==> config.mk <==
export PLATFORM = sky130hd
export DESIGN_NAME = line_sensor_calibrate_classify
export DESIGN_NICKNAME = d
export VERILOG_FILES = /design/src/design/lsc_pkg.sv /design/src/design/lsc_bank.sv /design/src/design/line_sensor_calibrate_classify.sv
export SDC_FILE = /design/constraint.sdc
export NUM_CORES = 2
export LEC_CHECK = 0
export ABC_AREA = 1
export CELL_PAD_IN_SITES_DETAIL_PLACEMENT = 1
export CELL_PAD_IN_SITES_GLOBAL_PLACEMENT = 2
export CORE_ASPECT_RATIO = 2
export CORE_MARGIN = 8
export CORE_UTILIZATION = 35
export CTS_BUF_LIST = sky130_fd_sc_hd__clkbuf_8
export DETAILED_ROUTE_END_ITERATION = 8
export DONT_BUFFER_PORTS = 1
export PLACE_DENSITY = 0.7
export SLEW_MARGIN = 20
export SYNTH_ARGS = -nofsm -noshare
export SYNTH_HDL_FRONTEND = slang
export SYNTH_HIERARCHICAL = 1
export SYNTH_SLANG_ARGS = --single-unit
export TNS_END_PERCENT = 5
==> constraint.sdc <==
create_clock -name clk -period 19.83 [get_ports clk]
set_clock_uncertainty 0.05 [all_clocks]
set_input_delay 0 -clock clk [delete_from_list [all_inputs] [get_ports clk]]
set_output_delay 0 -clock clk [all_outputs]
set_load 0.1 [all_outputs]
==> src/design/lsc_pkg.sv <==
// Shared types and codes for the line sensor calibrate/classify block.
package lsc_pkg;

  // Request kinds carried in the input tuser field
  typedef enum logic [2:0] {
    REQ_WHITE     = 3'd0,
    REQ_END_WHITE = 3'd1,
    REQ_GREEN     = 3'd2,
    REQ_END_GREEN = 3'd3,
    REQ_CLASSIFY  = 3'd4
  } req_t;

  // Result status codes
  localparam logic [1:0] STATUS_OK       = 2'd0;
  localparam logic [1:0] STATUS_NO_WHITE = 2'd1;
  localparam logic [1:0] STATUS_NOT_CAL  = 2'd2;

  // Fixed field widths of the stream items
  localparam int unsigned REQ_W     = 3;
  localparam int unsigned CHANNEL_W = 4;
  localparam int unsigned SAMPLE_W  = 12;
  localparam int unsigned STATUS_W  = 2;
  localparam int unsigned BITS_W    = 16;
  // Wide enough to hold any channel count in the supported range
  localparam int unsigned CH_EXT_W  = 6;

  // Command from the control path to one sensor bank
  typedef struct packed {
    logic accum;
    logic end_white;
    logic end_green;
  } bank_cmd_t;

  // Per-item answer from one sensor bank for the addressed channel
  typedef struct packed {
    logic in_range;
    logic active;
  } bank_res_t;

endpackage

==> src/design/lsc_bank.sv <==
// One sensor bank: per-channel sums, white/green/threshold levels and classify compare.
module lsc_bank #(
  parameter int unsigned CHANNELS         = 16,
  parameter int unsigned CAL_SAMPLES_LOG2 = 6,
  parameter int unsigned SAMPLE_BITS      = 12
) (
  input  logic                             clk,
  input  logic                             rst,
  input  lsc_pkg::bank_cmd_t               cmd,
  input  logic [lsc_pkg::CHANNEL_W-1:0]    channel,
  input  logic [SAMPLE_BITS-1:0]           sample_val,
  output lsc_pkg::bank_res_t               res
);

  localparam int unsigned SUM_W = SAMPLE_BITS + CAL_SAMPLES_LOG2;

  logic [SUM_W-1:0]       sum_q     [CHANNELS];
  logic [SAMPLE_BITS-1:0] white_lvl [CHANNELS];
  logic [SAMPLE_BITS-1:0] green_lvl [CHANNELS];
  logic [SAMPLE_BITS-1:0] thr_lvl   [CHANNELS];

  logic [lsc_pkg::CH_EXT_W-1:0] ch_ext;
  logic [CHANNELS-1:0]          sel;

  assign ch_ext = lsc_pkg::CH_EXT_W'(channel);

  // Per-channel lanes
  for (genvar c = 0; c < CHANNELS; c++) begin : g_lane
    logic [SUM_W:0]         sum_add;
    logic [SAMPLE_BITS-1:0] avg;
    logic [SAMPLE_BITS:0]   mid_sum;

    assign sel[c]  = (ch_ext == lsc_pkg::CH_EXT_W'(c));
    assign sum_add = {1'b0, sum_q[c]} + (SUM_W + 1)'(sample_val);
    assign avg     = SAMPLE_BITS'(sum_q[c] >> CAL_SAMPLES_LOG2);
    assign mid_sum = {1'b0, white_lvl[c]} + {1'b0, avg};

    // Accumulate with saturation, clear on either end of calibration
    always_ff @(posedge clk) begin
      if (rst) begin
        sum_q[c] <= '0;
      end else if (cmd.end_white || cmd.end_green) begin
        sum_q[c] <= '0;
      end else if (cmd.accum && sel[c]) begin
        sum_q[c] <= sum_add[SUM_W] ? {SUM_W{1'b1}} : sum_add[SUM_W-1:0];
      end
    end

    // Capture levels at the end of each calibration phase
    always_ff @(posedge clk) begin
      if (cmd.end_white) begin
        white_lvl[c] <= avg;
      end
      if (cmd.end_green) begin
        green_lvl[c] <= avg;
        thr_lvl[c]   <= mid_sum[SAMPLE_BITS:1];
      end
    end
  end

  // Select the addressed channel and compare against its threshold
  always_comb begin
    logic [SAMPLE_BITS-1:0] w_sel;
    logic [SAMPLE_BITS-1:0] g_sel;
    logic [SAMPLE_BITS-1:0] t_sel;
    w_sel = '0;
    g_sel = '0;
    t_sel = '0;
    for (int unsigned c = 0; c < CHANNELS; c++) begin
      if (sel[c]) begin
        w_sel = w_sel | white_lvl[c];
        g_sel = g_sel | green_lvl[c];
        t_sel = t_sel | thr_lvl[c];
      end
    end
    res.in_range = (ch_ext < lsc_pkg::CH_EXT_W'(CHANNELS));
    res.active   = (g_sel > w_sel) ? (sample_val < t_sel) : (sample_val > t_sel);
  end

endmodule

==> src/design/line_sensor_calibrate_classify.sv <==
// Top level of the two-bank line sensor calibrate and classify block.
//
// Usage: items arrive on the s_axis channel. tuser carries the request kind
// (white sample, end white, green sample, end green, classify) and the bank;
// tdata carries the channel and the averaged converter reading. Every item
// produces exactly one result item on m_axis: a status code in tuser and the
// active bits and calibrated flags of both banks, as they stand after the
// item, in tdata.
// An accepted item passes through one input register and then one result register,
// with all per-item work in the single stage between them.
// Throughput is one item per clock while m_axis does not stall; the bank state is read and written
// only in that stage, so back-to-back items see each other's updates.
// When the receiver stalls, the result register holds and the input register
// can still take one more item; s_axis_tready then drops until m_axis moves.
// Synchronous reset clears sums, flags and active bits and empties both
// registers; calibration levels are not valid until the phases run again.
module line_sensor_calibrate_classify #(
  parameter int unsigned CHANNELS         = 16,
  parameter int unsigned CAL_SAMPLES_LOG2 = 6,
  parameter int unsigned SAMPLE_BITS      = 12
) (
  input  logic        clk,
  input  logic        rst,
  input  logic        s_axis_tvalid,
  output logic        s_axis_tready,
  // [3:0] channel, [15:4] sample
  input  logic [15:0] s_axis_tdata,
  // [2:0] req_type, [3] side
  input  logic [3:0]  s_axis_tuser,
  output logic        m_axis_tvalid,
  input  logic        m_axis_tready,
  // [15:0] right_bits, [31:16] left_bits, [32] right_ready, [33] left_ready
  output logic [39:0] m_axis_tdata,
  // [1:0] status
  output logic [1:0]  m_axis_tuser
);

  // Input register
  logic                            s1_valid;
  logic [lsc_pkg::REQ_W-1:0]       s1_req;
  logic                            s1_side;
  logic [lsc_pkg::CHANNEL_W-1:0]   s1_channel;
  logic [lsc_pkg::SAMPLE_W-1:0]    s1_sample;

  logic adv;
  logic out_free;

  // Bank control state
  logic [1:0]                   white_done;
  logic [1:0]                   cal;
  logic [lsc_pkg::BITS_W-1:0]   active [2];

  logic [1:0]                   white_done_next;
  logic [1:0]                   cal_next;
  logic [lsc_pkg::BITS_W-1:0]   active_next [2];
  logic [lsc_pkg::STATUS_W-1:0] status_next;

  lsc_pkg::bank_cmd_t           bank_cmd [2];
  lsc_pkg::bank_res_t           bank_res [2];
  logic [SAMPLE_BITS-1:0]       sample_val;

  assign out_free      = !m_axis_tvalid || m_axis_tready;
  assign adv           = s1_valid && out_free;
  assign s_axis_tready = !s1_valid || out_free;
  assign sample_val    = SAMPLE_BITS'(s1_sample);

  // Capture accepted items
  always_ff @(posedge clk) begin
    if (rst) begin
      s1_valid <= 1'b0;
    end else if (s_axis_tready) begin
      s1_valid <= s_axis_tvalid;
    end
  end

  always_ff @(posedge clk) begin
    if (s_axis_tvalid && s_axis_tready) begin
      s1_req     <= s_axis_tuser[2:0];
      s1_side    <= s_axis_tuser[3];
      s1_channel <= s_axis_tdata[3:0];
      s1_sample  <= s_axis_tdata[15:4];
    end
  end

  // Decode the request and work out the next bank state
  always_comb begin
    white_done_next = white_done;
    cal_next        = cal;
    active_next[0]  = active[0];
    active_next[1]  = active[1];
    status_next     = lsc_pkg::STATUS_OK;
    bank_cmd[0]     = '0;
    bank_cmd[1]     = '0;
    if (adv) begin
      unique case (lsc_pkg::req_t'(s1_req)) inside
        lsc_pkg::REQ_WHITE, lsc_pkg::REQ_GREEN: begin
          bank_cmd[s1_side].accum = 1'b1;
        end
        lsc_pkg::REQ_END_WHITE: begin
          bank_cmd[s1_side].end_white = 1'b1;
          white_done_next[s1_side]    = 1'b1;
          cal_next[s1_side]           = 1'b0;
        end
        lsc_pkg::REQ_END_GREEN: begin
          if (!white_done[s1_side]) begin
            status_next = lsc_pkg::STATUS_NO_WHITE;
          end else begin
            bank_cmd[s1_side].end_green = 1'b1;
            cal_next[s1_side]           = 1'b1;
          end
        end
        lsc_pkg::REQ_CLASSIFY: begin
          if (!(cal[0] && cal[1])) begin
            status_next = lsc_pkg::STATUS_NOT_CAL;
          end else if (bank_res[s1_side].in_range) begin
            active_next[s1_side][s1_channel] = bank_res[s1_side].active;
          end
        end
        default: begin
          // unknown kinds: drop, status ok
        end
      endcase
    end
  end

  // Sensor banks, 0 right and 1 left
  for (genvar s = 0; s < 2; s++) begin : g_bank
    lsc_bank #(
      .CHANNELS        (CHANNELS),
      .CAL_SAMPLES_LOG2(CAL_SAMPLES_LOG2),
      .SAMPLE_BITS     (SAMPLE_BITS)
    ) u_bank (
      .clk       (clk),
      .rst       (rst),
      .cmd       (bank_cmd[s]),
      .channel   (s1_channel),
      .sample_val(sample_val),
      .res       (bank_res[s])
    );
  end

  // Update bank flags and active bits
  always_ff @(posedge clk) begin
    if (rst) begin
      white_done <= '0;
      cal        <= '0;
      active[0]  <= '0;
      active[1]  <= '0;
    end else begin
      white_done <= white_done_next;
      cal        <= cal_next;
      active[0]  <= active_next[0];
      active[1]  <= active_next[1];
    end
  end

  // Result register
  always_ff @(posedge clk) begin
    if (rst) begin
      m_axis_tvalid <= 1'b0;
    end else if (out_free) begin
      m_axis_tvalid <= s1_valid;
    end
  end

  always_ff @(posedge clk) begin
    if (adv) begin
      m_axis_tuser <= status_next;
      m_axis_tdata <= {6'b0, cal_next[1], cal_next[0], active_next[1], active_next[0]};
    end
  end

`ifndef SYNTHESIS
  // A calibrated bank always has its white level captured
  a_cal_needs_white: assert property (@(posedge clk) disable iff (rst)
    (cal[0] |-> white_done[0]) and (cal[1] |-> white_done[1]))
    else $error("bank calibrated without white capture");

  // Input stalls only while the input register holds an item
  a_stall_has_item: assert property (@(posedge clk) disable iff (rst)
    !s_axis_tready |-> s1_valid)
    else $error("input stalled with empty input register");

  // A rejected end-green leaves the calibrated flags alone
  a_no_white_keeps_cal: assert property (@(posedge clk) disable iff (rst)
    (adv && status_next == lsc_pkg::STATUS_NO_WHITE) |=> $stable(cal))
    else $error("calibrated flags changed on rejected end green");

  // A classify refused for lack of calibration reports at least one flag not set
  a_not_cal_flags: assert property (@(posedge clk) disable iff (rst)
    (m_axis_tvalid && m_axis_tuser == lsc_pkg::STATUS_NOT_CAL)
      |-> !(m_axis_tdata[32] && m_axis_tdata[33]))
    else $error("not-calibrated status with both banks ready");
`endif

endmodule
==> summary.md <==
| Metric | Value |
|---|---|
| Leak | roughly 54 nW |
| #FFs+latches synth | 1822 |
| CTS tree | done |
| Status | finished clean |
| Setup CP Type | reg -> reg |
| Root Buffer | clkbuf_8 |
| Slew HR | slightly above 20% |
| Fraction of layout cells with a size suffix above 1 | 5.000% |
| Largest net degree at the start of global routing | between 150 and 200 |
| Synth Area in Adders | 9.886% |
| YS warnings | 6 |
| First-pass GRT wire length | roughly 650000 µm |
| RSZ-0062 raised after global routing | no |
| Initial DRC Count | 7198 |
| Cell Area, Synth | 112200 µm² |
| Yosys cell types | 45 |
| Setup TNS | 0 ns |
| Placed cell areas | 117000 µm² |
| Main flop type after synthesis | edfxtp_1 |
| Mux contribution to synthesized area | 0% |
| Cells after Synth | ~13k |
| Post-DRT Antenna Nets | 0 |
| Worst EP required | between 20 and 25 ns |
| Core Region | between 300000 and 400000 µm² |
| Die Width | 416.3 µm |
| Post-detail-place hpwl | ~330000 µm |
| Vias post-DR | between 90k and 100k |
| Hold WC Path Type | in -> reg |
| Total wire length | about 450000 µm |
| Starting Density | a little over a third |
| Crit. End Element | register |
| Post_cts resized | 0 |
| Fraction of registers with async set/reset | 0% |
| Util after Layout | about two fifths |
| Seq/Total Area, Yosys | roughly half |
| Area contributors post-synth | edfxtp_1 (48%), nand2_1 (12%), ha_1 (8.7%) |
| CP max FO | approximately 120 |
| Clk sinks | 1822 |
| Congestion Overflow GR | 0 |
| Comb pwr share | 12.5% |
| Post-Synth Simple-Gate Area | 21.66% |
| I/O pin total | 68 |
| Final Net Count | ~14k |
| Max Buffers Root-to-Sink | 4 |
| Worst-path clk slew | around 0.070 ns |
| # DRC | 0 |
| Post-synth top cells | nand2_1 (3622), edfxtp_1 (1784), inv_1 (1505), a21oi_1 (1124), nor2_1 (867) |
| Xor/xnor share of the synthesized area | approximately 4.3% |
| Final Non-Filler Cells | 17.27k |
| Max-cap viol count | 0 |
| Die H | just over 800 µm |
| Antenna violations before repair | 18 |
| Measured slew at the worst slew-check pin | around 1.2 ns |
| Switch share | between 20% and 30% |
| Sequential Power Share | between 40% and 50% |
| Clock group share of total power | roughly two fifths |
| Site Rows | 294 |
| Fin. max-slew vios | 0 |
| Vias/cell | between 5 and 6 |
| Yosys top cell area share | a little under half |
| Highest clock rate | between 0.15 and 0.2 GHz |
| Worst Path Arrival | 6.84 ns |
| Largest family of logic cells by synthesized area | simple AND/OR/NAND/NOR gates |
| Inst Count DP | 16.68k |
| Worst-Skew Late Latency | ~1 ns |
| EDFF count, synth | 1784 |
| Net switching power | about 0.0026 W |
| Vias in the first global route | about 94k |
| Fin crit period | roughly 6.2 ns |
| Number of hold violations in the final report | 0 |
| Pwr/cell area | 74.51 nW/µm² |
| DR pass1 iterations | 5 |
| Area grow syn2layout | 10.43% |
| # setup viols final | 0 |
| Fin crit share | between 30% and 40% |
| Synth Area in Compound Gates | under 10% |
| Final instance area | roughly 120000 µm² |
| Synth Area per Inst | about 8.9 µm² |
| CTS Buf Count | roughly 300 |
| Post-DR wirelength/cell | between 20 and 30 µm |
| Pint | 0.006588 W |
| GP Congestion | slightly below 1 |
| I/O Buffers | 0 |
| Die area | about 340000 µm² |
| H-Tree Depth | 5 |
| Cell taking the most area after synthesis | edfxtp_1 |
| Cell with the most instances after synthesis | nand2_1 |
| Startpoint types | register |
| VDD IR-drop max | around 0.000054 V |
| Total GRT Usage | between 20% and 30% |
-- layer usage --
metal | vias to the layer above | track usage [%] | wire length, µm
li1 | 43580 | - | -
met1 | 46300 | 34.94 | 200500
met2 | 2286 | 41.75 | 206300
met3 | 674 | 3.276 | 24070
met4 | 8 | 8.675 | 17760
met5 | - | 0 | 54
-- timing repair --
| action | in CTS | in global routing |
|---|---|---|
| hold endpoints to repair | 255 | 0 |
| buffers inserted | 0 | 0 |
| hold buffers | 54 | 0 |
-- critical path, cell delays in order (launching register included) --
cell and delay (ns):
dfxtp_1 1.00, nand2_1 0.26, nand2_1 0.35, inv_1 0.11
nand3_1 0.27, inv_8 0.26, nor3_4 0.95, buf_4 0.50
nand2_4 0.53, nor2_2 0.38, inv_1 0.32, nand2_1 0.72
-- cell usage in the layout (no fill, tap or decap), drive strengths merged, types with 127 or more instances in the layout --
cell,count
xor2,239
xnor2,307
nand3,771
inv,1621
nand2,3648
ha,784
clkbuf,316
a21oi,1124
o21ai,283
a22o,127
nand4,147
edfxtp,1784
nor3,130
nor2,920
-- stage by stage --
stage | hold slack, ns | setup slack [ns] | total power (W)
5_1_grt | 0.07343 | 13.34 | 0.009600
3_5_place_dp | 0.03419 | 13.53 | 0.005623
4_1_cts | 0.000006661 | 13.52 | 0.009352
2_1_floorplan | 0.04887 | 3.495 | 0.005214
6_report | 0.1007 | 13.59 | 0.009230
3_3_place_gp | 0.03173 | 13.59 | 0.005610
-- power groups by stage --
stage / combinational (W) / sequential, W / clock, W
finish: 0.00115 / 0.00440 / 0.00368
floorplan: 0.000776 / 0.00444 / 0
global placement: 0.00113 / 0.00448 / 0
global route: 0.00129 / 0.00440 / 0.00390
detailed placement: 0.00114 / 0.00448 / 0
CTS: 0.00116 / 0.00440 / 0.00379
-- final cells by class --
type / count / area [µm²]
fill: 37240 / 195800
sequential: 1822 / 54330
multi-input combinational: 9069 / 50990
inverter: 1571 / 5912
tap: 4144 / 5185
clock buffer: 316 / 4349
clock inverter: 217 / 1863
timing repair buffer: 126 / 1241
antenna: 3 / 7.507
-- cell families after synthesis --
logic type / count (synthesis)
fa+ha+maj: 848
xor+xnor: 546
compound gates: 1872
other cells: 3
simple gates: 5795
buf+inv: 1761
flops: 1822
-- flip-flops by register name (all words and copies together), names as in the netlist --
| name | cells |
|---|---|
| g_bank.u_bank/white_lvl | 384 |
| white_done | 2 |
| s1_valid | 1 |
| m_axis_tvalid | 1 |
| g_bank.u_bank/green_lvl | 384 |
| s1_channel | 4 |
| m_axis_tdata | 34 |
| s1_side | 1 |
| g_bank.u_bank/thr_lvl | 384 |
| s1_sample | 12 |
| g_bank.u_bank/sum_q | 576 |
| cal | 2 |
| m_axis_tuser | 2 |
| s1_req | 3 |
| active | 32 |
-- worst paths after layout --
path | from | cells past startpoint | slack [ns] | endpoint
worst max-delay path | m_axis_tvalid | 11 | 13.59 | g_bank[0].u_bank/sum_q[0][47]
worst min-delay path | rst | 6 | 0.10 | g_bank[1].u_bank/sum_q[0][123]
worst max register to register | m_axis_tvalid | 11 | 13.59 | g_bank[0].u_bank/sum_q[0][47]
worst min register to register | active[0][20] | 2 | 0.42 | active[0][20]
No activity file was read; power rests on OpenSTA's default activity.
